[src/rtl/core/adsr_pkg.sv]
// Shared types, constants and helper functions for the ADSR envelope generator.
`timescale 1ns / 1ps

package adsr_pkg;

    // Core widths
    localparam int LEVEL_FRAC_BITS = 23;
    localparam int SAMPLE_BITS     = 24;
    localparam int STEP_COUNT_BITS = 20;

    localparam int LEVEL_W   = LEVEL_FRAC_BITS + 1;   // Q1.F level, unsigned
    localparam int FACTOR_W  = LEVEL_FRAC_BITS;       // Q0.F factor, unsigned
    localparam int DELTA_W   = LEVEL_FRAC_BITS + 2;   // signed Q1.F delta
    localparam int SUM_W     = LEVEL_FRAC_BITS + 3;   // level plus delta
    localparam int MUL_W     = (DELTA_W > SAMPLE_BITS) ? DELTA_W : SAMPLE_BITS;
    localparam int PROD_W    = 2 * MUL_W;
    localparam int RND_W     = PROD_W - LEVEL_FRAC_BITS;
    localparam int CFG_IDX_W = 3;
    localparam int CFG_DATA_W = (STEP_COUNT_BITS > LEVEL_W) ? STEP_COUNT_BITS : LEVEL_W;

    // Fixed-point constants
    localparam longint ONE_VAL        = 64'sd1 <<< LEVEL_FRAC_BITS;
    localparam longint HALF_VAL       = 64'sd1 <<< (LEVEL_FRAC_BITS - 1);
    localparam longint RATIO_DEC_VAL  = (ONE_VAL + 5000) / 10000;
    localparam longint RATIO_REL_VAL  = (ONE_VAL + 5) / 10;
    localparam longint SAMPLE_MAX_VAL = (64'sd1 <<< (SAMPLE_BITS - 1)) - 1;
    localparam longint SAMPLE_MIN_VAL = -(64'sd1 <<< (SAMPLE_BITS - 1));

    localparam logic [LEVEL_W-1:0]      LEVEL_ONE     = LEVEL_W'(ONE_VAL);
    localparam logic signed [MUL_W-1:0] RATIO_DECAY   = MUL_W'(RATIO_DEC_VAL);
    localparam logic signed [MUL_W-1:0] RATIO_RELEASE = MUL_W'(RATIO_REL_VAL);
    localparam logic signed [PROD_W-1:0] ROUND_HALF   = PROD_W'(HALF_VAL);

    // Register reset values
    localparam logic [STEP_COUNT_BITS-1:0] RST_ATTACK_STEPS  = STEP_COUNT_BITS'(96);
    localparam logic [LEVEL_W-1:0]         RST_ATTACK_INC    = LEVEL_W'(87381);
    localparam logic [STEP_COUNT_BITS-1:0] RST_DECAY_STEPS   = STEP_COUNT_BITS'(1276);
    localparam logic [FACTOR_W-1:0]        RST_DECAY_FACTOR  = FACTOR_W'(8328270);
    localparam logic [STEP_COUNT_BITS-1:0] RST_RELEASE_STEPS = STEP_COUNT_BITS'(380);
    localparam logic [FACTOR_W-1:0]        RST_REL_FACTOR    = FACTOR_W'(8335608);
    localparam logic [LEVEL_W-1:0]         RST_SUSTAIN       = LEVEL_W'(8388608);

    // Request opcodes
    typedef enum logic [1:0] {
        OP_SAMPLE   = 2'd0,
        OP_NOTE_ON  = 2'd1,
        OP_NOTE_OFF = 2'd2,
        OP_RESERVED = 2'd3
    } opcode_t;

    // Configuration register indexes
    typedef enum logic [CFG_IDX_W-1:0] {
        REG_ATTACK_STEPS   = 3'd0,
        REG_ATTACK_INC     = 3'd1,
        REG_DECAY_STEPS    = 3'd2,
        REG_DECAY_FACTOR   = 3'd3,
        REG_RELEASE_STEPS  = 3'd4,
        REG_RELEASE_FACTOR = 3'd5,
        REG_SUSTAIN_LEVEL  = 3'd6
    } cfg_reg_t;

    // Envelope phase, one-hot
    typedef enum logic [4:0] {
        PH_ATTACK  = 5'b00001,
        PH_DECAY   = 5'b00010,
        PH_SUSTAIN = 5'b00100,
        PH_RELEASE = 5'b01000,
        PH_DONE    = 5'b10000
    } phase_t;

    // Operand pair for the shared multiplier
    typedef enum logic [2:0] {
        MUL_DECAY_RATIO   = 3'd0,
        MUL_RELEASE_RATIO = 3'd1,
        MUL_DELTA         = 3'd2,
        MUL_STEP          = 3'd3,
        MUL_OUT           = 3'd4
    } mul_sel_t;

    // Channel payloads
    typedef struct packed {
        opcode_t                       opcode;
        logic signed [SAMPLE_BITS-1:0] sample_in;
    } adsr_in_t;

    typedef struct packed {
        logic signed [SAMPLE_BITS-1:0] sample_out;
        logic [LEVEL_W-1:0]            envelope_level;
        logic                          finished;
    } adsr_out_t;

    // Controller to datapath
    typedef struct packed {
        logic     in_accept;
        logic     attack_load;
        logic     lin_step;
        logic     exp_step;
        logic     used_hold;
        logic     snap;
        logic     mul_en;
        mul_sel_t mul_sel;
        logic     rnd_en;
        logic     a_load;
        logic     seg_load;
        logic     seg_decay;
        logic     out_load;
        logic     out_finished;
    } adsr_cmd_t;

    // Datapath to controller
    typedef struct packed {
        logic rem_zero;
        logic linear;
    } adsr_status_t;

    // Clamp a level sum to [0, ONE]
    function automatic logic [LEVEL_W-1:0] clamp_level(input logic signed [SUM_W-1:0] v);
        logic [LEVEL_W-1:0] r;
        if (v < 0) begin
            r = '0;
        end else if (v > ONE_VAL) begin
            r = LEVEL_ONE;
        end else begin
            r = LEVEL_W'(v);
        end
        return r;
    endfunction

    // Saturate a rounded product to the signed sample range
    function automatic logic signed [SAMPLE_BITS-1:0] clamp_sample(
        input logic signed [RND_W-1:0] v
    );
        logic signed [SAMPLE_BITS-1:0] r;
        if (v > SAMPLE_MAX_VAL) begin
            r = SAMPLE_BITS'(SAMPLE_MAX_VAL);
        end else if (v < SAMPLE_MIN_VAL) begin
            r = SAMPLE_BITS'(SAMPLE_MIN_VAL);
        end else begin
            r = SAMPLE_BITS'(v);
        end
        return r;
    endfunction

endpackage

[src/rtl/core/adsr_ctrl.sv]
// Controller: request sequencing, envelope phase and output valid.
`timescale 1ns / 1ps

module adsr_ctrl
    import adsr_pkg::*;
(
    input  logic         aclk,
    input  logic         aresetn,
    input  logic         s_valid,
    output logic         s_ready,
    input  opcode_t      s_opcode,
    output logic         m_valid,
    input  logic         m_ready,
    input  adsr_status_t status,
    output adsr_cmd_t    cmd
);

    typedef enum logic [14:0] {
        ST_IDLE     = 15'b000000000000001,
        ST_STEP     = 15'b000000000000010,
        ST_EXP_MUL  = 15'b000000000000100,
        ST_EXP_RND  = 15'b000000000001000,
        ST_EXP_ADD  = 15'b000000000010000,
        ST_POST     = 15'b000000000100000,
        ST_RAT_MUL  = 15'b000000001000000,
        ST_RAT_RND  = 15'b000000010000000,
        ST_RAT_A    = 15'b000000100000000,
        ST_DLT_MUL  = 15'b000001000000000,
        ST_DLT_RND  = 15'b000010000000000,
        ST_SEG_LOAD = 15'b000100000000000,
        ST_OUT_MUL  = 15'b001000000000000,
        ST_OUT_RND  = 15'b010000000000000,
        ST_OUT_WR   = 15'b100000000000000
    } state_t;

    state_t state_reg, state_next;
    phase_t phase_reg, phase_next;
    logic   seg_decay_reg, seg_decay_next;
    logic   resume_reg, resume_next;
    logic   m_valid_reg, m_valid_next;
    logic   phase_active;
    logic   out_free;

    assign phase_active = (phase_reg == PH_ATTACK) || (phase_reg == PH_DECAY) ||
                          (phase_reg == PH_RELEASE);
    assign out_free     = !m_valid_reg || m_ready;
    assign s_ready      = (state_reg == ST_IDLE);
    assign m_valid      = m_valid_reg;

    // Sequencer
    always_comb begin
        state_next     = state_reg;
        phase_next     = phase_reg;
        seg_decay_next = seg_decay_reg;
        resume_next    = resume_reg;
        m_valid_next   = m_valid_reg && !m_ready;
        cmd            = '0;
        cmd.seg_decay  = seg_decay_reg;

        unique case (state_reg)
            ST_IDLE: begin
                if (s_valid) begin
                    cmd.in_accept = 1'b1;
                    case (s_opcode)
                        OP_NOTE_ON: begin
                            cmd.attack_load = 1'b1;
                            phase_next      = PH_ATTACK;
                        end
                        OP_NOTE_OFF: begin
                            seg_decay_next = 1'b0;
                            state_next     = ST_RAT_MUL;
                        end
                        OP_SAMPLE: begin
                            state_next = ST_STEP;
                        end
                        default: ;
                    endcase
                end
            end
            ST_STEP: begin
                if (!phase_active) begin
                    cmd.used_hold = 1'b1;
                    state_next    = ST_OUT_MUL;
                end else if (status.rem_zero) begin
                    // empty segment: snap and let the next phase take this sample
                    cmd.snap = 1'b1;
                    if (phase_reg == PH_ATTACK) begin
                        seg_decay_next = 1'b1;
                        resume_next    = 1'b1;
                        state_next     = ST_RAT_MUL;
                    end else if (phase_reg == PH_DECAY) begin
                        phase_next = PH_SUSTAIN;
                    end else begin
                        phase_next = PH_DONE;
                    end
                end else if (status.linear) begin
                    cmd.lin_step = 1'b1;
                    state_next   = ST_POST;
                end else begin
                    state_next = ST_EXP_MUL;
                end
            end
            ST_EXP_MUL: begin
                cmd.mul_en  = 1'b1;
                cmd.mul_sel = MUL_STEP;
                state_next  = ST_EXP_RND;
            end
            ST_EXP_RND: begin
                cmd.rnd_en = 1'b1;
                state_next = ST_EXP_ADD;
            end
            ST_EXP_ADD: begin
                cmd.exp_step = 1'b1;
                state_next   = ST_POST;
            end
            ST_POST: begin
                // last step of a segment: output keeps the stepped level
                state_next = ST_OUT_MUL;
                if (status.rem_zero) begin
                    cmd.snap = 1'b1;
                    if (phase_reg == PH_ATTACK) begin
                        seg_decay_next = 1'b1;
                        resume_next    = 1'b0;
                        state_next     = ST_RAT_MUL;
                    end else if (phase_reg == PH_DECAY) begin
                        phase_next = PH_SUSTAIN;
                    end else begin
                        phase_next = PH_DONE;
                    end
                end
            end
            ST_RAT_MUL: begin
                cmd.mul_en  = 1'b1;
                cmd.mul_sel = seg_decay_reg ? MUL_DECAY_RATIO : MUL_RELEASE_RATIO;
                state_next  = ST_RAT_RND;
            end
            ST_RAT_RND: begin
                cmd.rnd_en = 1'b1;
                state_next = ST_RAT_A;
            end
            ST_RAT_A: begin
                cmd.a_load = 1'b1;
                state_next = ST_DLT_MUL;
            end
            ST_DLT_MUL: begin
                cmd.mul_en  = 1'b1;
                cmd.mul_sel = MUL_DELTA;
                state_next  = ST_DLT_RND;
            end
            ST_DLT_RND: begin
                cmd.rnd_en = 1'b1;
                state_next = ST_SEG_LOAD;
            end
            ST_SEG_LOAD: begin
                cmd.seg_load = 1'b1;
                if (seg_decay_reg) begin
                    phase_next = PH_DECAY;
                    state_next = resume_reg ? ST_STEP : ST_OUT_MUL;
                end else begin
                    phase_next = PH_RELEASE;
                    state_next = ST_IDLE;
                end
            end
            ST_OUT_MUL: begin
                cmd.mul_en  = 1'b1;
                cmd.mul_sel = MUL_OUT;
                state_next  = ST_OUT_RND;
            end
            ST_OUT_RND: begin
                cmd.rnd_en = 1'b1;
                state_next = ST_OUT_WR;
            end
            ST_OUT_WR: begin
                // wait here while the previous result is still unclaimed
                if (out_free) begin
                    cmd.out_load     = 1'b1;
                    cmd.out_finished = (phase_reg == PH_DONE);
                    m_valid_next     = 1'b1;
                    state_next       = ST_IDLE;
                end
            end
            default: begin
                state_next = ST_IDLE;
            end
        endcase
    end

    always_ff @(posedge aclk) begin
        if (!aresetn) begin
            state_reg     <= ST_IDLE;
            phase_reg     <= PH_DONE;
            seg_decay_reg <= 1'b0;
            resume_reg    <= 1'b0;
            m_valid_reg   <= 1'b0;
        end else begin
            state_reg     <= state_next;
            phase_reg     <= phase_next;
            seg_decay_reg <= seg_decay_next;
            resume_reg    <= resume_next;
            m_valid_reg   <= m_valid_next;
        end
    end

endmodule

[config.mk]
export PLATFORM = sky130hd
export DESIGN_NAME = adsr_ctrl
export DESIGN_NICKNAME = d
export VERILOG_FILES = /design/src/rtl/core/adsr_pkg.sv /design/src/rtl/core/adsr_ctrl.sv
export SDC_FILE = /design/constraint.sdc
export NUM_CORES = 1
export LEC_CHECK = 0
export ABC_AREA = 1
export BUFFER_PORTS_ARGS = -buffer_cell sky130_fd_sc_hd__buf_2
export CORE_MARGIN = 2
export CORE_UTILIZATION = 55
export CTS_CLUSTER_DIAMETER = 40
export DETAILED_ROUTE_END_ITERATION = 16
export GPL_TIMING_DRIVEN = 0
export PLACE_DENSITY = 0.78
export SETUP_SLACK_MARGIN = 0.2
export SLEW_MARGIN = 20
export SYNTH_ARGS = -nofsm -noshare
export SYNTH_HDL_FRONTEND = slang
export SYNTH_SLANG_ARGS = --single-unit
[constraint.sdc]
create_clock -name aclk -period 1.8 [get_ports aclk]
set_input_delay 0.45 -clock aclk [delete_from_list [all_inputs] [get_ports aclk]]
set_output_delay 0.45 -clock aclk [all_outputs]
set_load 0.02 [all_outputs]
==> flow_summary.ini, run 1 <==
[final_layout]
fin_cells = 339
n_antenna_cell = 0
largest_reg_flops = 15
multi_input_area_um2 = 1160
drive_gt1_share_pct = 52.3
fillers = 135
area.sequential_um2 = 484
fin_nets = 317
area_delta_synth_final_pct = 55.4

[worst_setup_path]
r2r-end = phase_reg[3]
end_kind = output pin
r2r_slack_ns = -0.07
critPathMaxFanout = 5
cp.arrival_ns = 1.61
crit_type = reg2out
rr_worst_depth = 13
cp.required_ns = 1.35
start_kind = flop
r2r_start = state_reg[14]

[clock_network]
path_clk_slew_ns = 0.16
ctsHoldBuffers = 0
cts_max_level = 1
cts_inserted_buffers = 3
cts_tree = yes
cts_root_buf = clkbuf_4
cts_buffer_depth = 2
insertion_delay_ns = 0.33
clkSinkCount = 23

[sta]
worst_hold_slack_ns = 0.301
finalCritPeriodShare_pct = 114
max_freq_mhz = 487
slew_headroom_pct = 63.6
worst_clock_skew_ns = 0.0230
slew_violations = 0
fin_tns_setup_ns = -3.30
final-setup-viol-count = 21
worst_slack_ns = -0.255
worstMarginPinSlew_ns = 0.547
final_hold_viol_count = 0
rsz0062_at_grt = true
period_needed_ns = 2.06

[hold_path]
min_path_cells = 2
holdCritStartpoint = status[0]
hold_path_end = state_reg[2]
holdCritPathClass = in2reg

[outcome]
outcome = complete, but fails checks
violations = setup timing

[die]
num_io_pins = 26
rows = 19
die-area_um2 = 3200
coreArea_um2 = 2690
die_w_um = 56.6
start_util_pct = 56.6
dieHeight_um = 56.6

[global_routing]
overflow = 0
grt_antenna_before_repair = 0
grt_first_pass_wirelength_um = 6240
grt_start_max_net_pins = 15
grt_pass1_vias = 1481
grt_usage_pct = 24.1

[placed_design]
dp_cells = 298
io_buffers = 25
hpwl_um = 2570
globalplace.congestion = 0.865

[yosys]
yosysWarnings = 0
syn_avg_cell_area_um2 = 6.28
synthCells = 242
mappedNetlistNets = 250
synth_cell_types = 24
seq_area_frac_synth_pct = 30.3
synth-seq-cells = 23
netlist_area_um2 = 1520

[drt]
drtIter0Drc = 100
drcViolationCount = 0
first_pass_iters = 4
vias = 1853
drtAntennaViolNets = 0
vias_per_cell = 5.47
wl_per_cell_um = 14.6
drt-total-wl_um = 4970

[power]
p_per_area_nw_per_um2 = 857
p_leak_nw = 1.13
peakVddDrop_mv = 0.858

[job]
drv_cap = 0
-- worst max-delay path by stage --
stage	from	endpoint	depth (start not counted)
finish	state_reg[14]	cmd[11]	7
global route	phase_reg[2]	cmd[13]	6
CTS	state_reg[11]	cmd[13]	8
detailed placement	phase_reg[2]	cmd[13]	6
global placement	phase_reg[2]	cmd[13]	6
floorplan	state_reg[4]	cmd[1]	5
-- cells by family after synthesis --
group                  share of synthesized area, %
AO/OA/AOI/OAI                                  7.57
buffers and inverters                          10.7
flip-flops                                     30.3
AND/OR/NAND/NOR                                51.4
-- through the flow --
stage / setup WS (ns) / power [mW] / utilization (%) / cell area (µm²)
after floorplan: 0.177 / 1.20 / - / 1540
after global placement: 0.0352 / 1.34 / 63.5 / 1710
after detailed placement: 0.00872 / 1.34 / 63.5 / 1710
after CTS: -0.210 / 1.68 / 75.2 / 2020
after global routing: -0.319 / 2.13 / 87.9 / 2360
final: -0.255 / 2.02 / 87.9 / 2360
-- where the power goes --
group          internal, mW  switching (mW)
clock                0.0848           0.177
sequential            0.553          0.0539
combinational         0.457           0.699
-- cells in the final DEF (no fill, tap or decap) --
| cell type | netlist | layout |
|---|---|---|
| nand3_4 | 0 | 1 |
| nand3_1 | 15 | 8 |
| a21oi_2 | 0 | 3 |
| a21oi_1 | 9 | 6 |
| clkbuf_1 | 1 | 1 |
| nor3_2 | 0 | 2 |
| clkinv_1 | 2 | 2 |
| o21ai_0 | 7 | 3 |
| buf_6 | 0 | 14 |
| clkinvlp_4 | 0 | 1 |
| inv_4 | 0 | 1 |
| nor2_1 | 49 | 34 |
| inv_2 | 4 | 7 |
| o211ai_1 | 2 | 2 |
| nor2_8 | 2 | 2 |
| dfxtp_2 | 0 | 13 |
| clkbuf_4 | 0 | 3 |
| nand2_4 | 7 | 13 |
| nand2_2 | 4 | 12 |
| nor4_1 | 3 | 3 |
| nor2_4 | 6 | 18 |
| o21ai_1 | 4 | 5 |
| nand2_8 | 0 | 1 |
| buf_2 | 0 | 9 |
| buf_4 | 1 | 39 |
| o21ai_2 | 0 | 3 |
| nor2_2 | 5 | 9 |
| dfxtp_1 | 23 | 8 |
| dfxtp_4 | 0 | 2 |
| nand3_2 | 1 | 7 |
| nand4_1 | 4 | 4 |
| nand2_1 | 56 | 41 |
| or2_2 | 1 | 1 |
| inv_1 | 33 | 30 |
-- Yosys cell counts, drive strengths merged --
cell type / count / area share [%]
a21oi: 9 / 3.0
buf: 1 / 0.49
clkbuf: 1 / 0.25
clkinv: 3 / 0.82
dfxtp: 23 / 30
inv: 37 / 9.1
nand2: 67 / 21
nand3: 16 / 5.6
nand4: 4 / 1.6
nor2: 62 / 21
nor3: 2 / 0.66
nor4: 3 / 1.2
o211ai: 2 / 0.99
o21ai: 11 / 3.6
or2: 1 / 0.41
-- layout make-up --
type | count | area share (%)
clock inverter | 1 | 0.318
sequential | 23 | 20.5
buffer | 2 | 0.477
multi-input combinational | 178 | 49.0
tap | 31 | 1.64
timing repair buffer | 61 | 20.7
inverter | 40 | 6.46
clock buffer | 3 | 0.953
-- repair_timing --
| item | 4_1_cts | 5_1_grt |
|---|---|---|
| gates resized for setup | 59 | 54 |
| setup endpoints to repair | 20 | 27 |
| setup buffers | 15 | 21 |
| pin swaps | 18 | 23 |
| cloned | 0 | 1 |
-- metal layers --
layer / up-vias / part of all wire [%] / GRT usage (%) / wire length [µm]
li1: 878 / - / - / -
met1: 887 / 38 / 30.0 / 1900
met2: 69 / 55 / 44.4 / 2720
met3: 19 / 3.6 / 2.30 / 181
met4: 0 / 3.2 / 5.44 / 157
met5: - / 0 / 0 / 0
-- critical path, stage by stage, from the launching register on --
cell and delay [ns]:
dfxtp_2 0.37, nor2_4 0.11, nand2_4 0.10, nor2_8 0.16, nand2_4 0.09, buf_6 0.14
nor2_4 0.15, buf_6 0.14
(Power assumes the default switching activity.)
==> run 2, diff against run 1 <==
--- a/config.mk
+++ b/config.mk
@@ -9,6 +9,7 @@
 export BUFFER_PORTS_ARGS = -buffer_cell sky130_fd_sc_hd__buf_2
 export CORE_MARGIN = 2
 export CORE_UTILIZATION = 55
+export CTS_BUF_LIST = sky130_fd_sc_hd__clkbuf_8 sky130_fd_sc_hd__clkbuf_16
 export CTS_CLUSTER_DIAMETER = 40
 export DETAILED_ROUTE_END_ITERATION = 16
 export GPL_TIMING_DRIVEN = 0
==> flow_summary.ini, run 2 (same netlist as run 1, synthesis figures left out) <==
[global_routing]
overflow = 0
grt_usage_pct = 24.1
grt_pass1_vias = 1483
grt_start_max_net_pins = 15
grt_first_pass_wirelength_um = 6190
grt_antenna_before_repair = 0

[worst_setup_path]
end_kind = output pin
crit_buf_inv = 2
cp_cell_sequence = nor2_4 > nand2_4 > nor2_8 > nand2_4 > nor2_4 > inv_2 > nor2_4 > buf_6
slowest_stage = dfxtp_2
path_common_cell = nor2_4
cp.required_ns = 1.35
cp_top_family = simple AND/OR/NAND/NOR gates
cp.arrival_ns = 1.53
start_kind = flop
crit_type = reg2out
max_stage_delay_ns = 0.35
critPathMaxFanout = 4

[final_layout]
drive_gt1_share_pct = 46.2
most-common-layout-cells = 44 x nand2_1, 38 x nor2_1, 30 x buf_4
n_antenna_cell = 0
fin_area_um2 = 2280
final_util_pct = 84.8
mostFrequentLayoutCell = nand2_1
fillers = 149
fin_cells = 332
largest_reg_flops = 15
area.sequential_um2 = 475
area_delta_synth_final_pct = 49.9
fin_nets = 310
multi_input_area_um2 = 1100

[sta]
final-setup-viol-count = 19
rsz0062_at_grt = true
worst_slack_ns = -0.178
worst_clock_skew_ns = 0.00904
max_freq_mhz = 506
final_hold_viol_count = 0
period_needed_ns = 1.98
finalCritPeriodShare_pct = 110
slew_violations = 0
slew_headroom_pct = 61.8
worstMarginPinSlew_ns = 0.573

[outcome]
violations = setup timing
outcome = complete, but fails checks

[placed_design]
dp_cells = 298
io_buffers = 25
hpwl_um = 2570
globalplace.congestion = 0.865
placed_area_um2 = 1710

[power]
p_leak_nw = 1.09
power.share.combinational_pct = 55.2
power_frac_seq_pct = 28.8
p_sw_uw = 912
peakVddDrop_mv = 0.931
p_per_area_nw_per_um2 = 922
clkPwrFrac_pct = 16.1
p_sw_share_pct = 43.4
p_int_mw = 1.19

[clock_network]
cts_max_level = 1
clkSinkCount = 23
path_clk_slew_ns = 0.09
cts_buffer_depth = 2
cts_tree = yes
ctsHoldBuffers = 0
insertion_delay_ns = 0.27
cts_inserted_buffers = 3
cts_root_buf = clkbuf_8

[die]
die-area_um2 = 3200
num_io_pins = 26
start_util_pct = 56.6
die_w_um = 56.6
coreArea_um2 = 2690
rows = 19
dieHeight_um = 56.6

[drt]
drcViolationCount = 0
vias_per_cell = 5.47
vias = 1815
drtAntennaViolNets = 0
first_pass_iters = 4
wl_per_cell_um = 14.3
drt-total-wl_um = 4750
drtIter0Drc = 76

[job]
drv_cap = 0

[hold_path]
holdCritPathClass = in2reg
[run 2: final timing paths]
| check | startpoint | to | slack (ns) | cells past startpoint |
|---|---|---|---|---|
| hold reg to reg | m_valid | m_valid | 0.49 | 2 |
| setup / recovery | state_reg[10] | cmd[13] | -0.18 | 8 |
| hold / removal | status[0] | state_reg[2] | 0.36 | 2 |
| setup reg to reg | state_reg[6] | state_reg[0] | -0.02 | 14 |
[run 2: metrics by stage]
stage | total power [mW] | worst slack, ns | hold WS [ns] | TNS (ns)
after CTS | 1.78 | -0.138 | 0.357 | -1.37
after floorplan | 1.20 | 0.177 | 0.452 | 0
after detailed placement | 1.34 | 0.00872 | 0.474 | 0
after global placement | 1.34 | 0.0352 | 0.466 | 0
final | 2.10 | -0.178 | 0.359 | -2.21
after global routing | 2.22 | -0.249 | 0.355 | -3.50
[run 2: timing repair]
item	CTS	global route
gates cloned	0	1
setup buffers	13	16
endpoints found under the setup margin	17	27
pin swaps	19	18
gates resized for setup	49	46
hold endpoints to repair	0	0
[run 2: routing by layer]
metal | vias to the layer above | global-route usage, % | wire, µm
li1 | 874 | - | -
met1 | 854 | 30.6 | 1880
met2 | 66 | 42.2 | 2470
met3 | 21 | 2.53 | 208
met4 | 0 | 8.16 | 191
met5 | - | 0 | 0
[run 2: power groups by stage]
stage               combinational (mW)  clock, mW  sequential (mW)
floorplan                        0.605          0            0.590
global placement                 0.744          0            0.596
detailed placement               0.747          0            0.597
CTS                              0.853      0.336            0.596
global route                      1.25      0.359            0.606
finish                            1.16      0.338            0.604
[run 2: area by class of cell]
class,instances,area share (%)
plain buffers,2,0.494
clock buffers,3,1.81
well taps,31,1.70
inverters,40,6.70
multi-input cells,178,48.3
flip-flops and latches,23,20.9
clock inverters,1,0.329
repair buffers,54,19.8
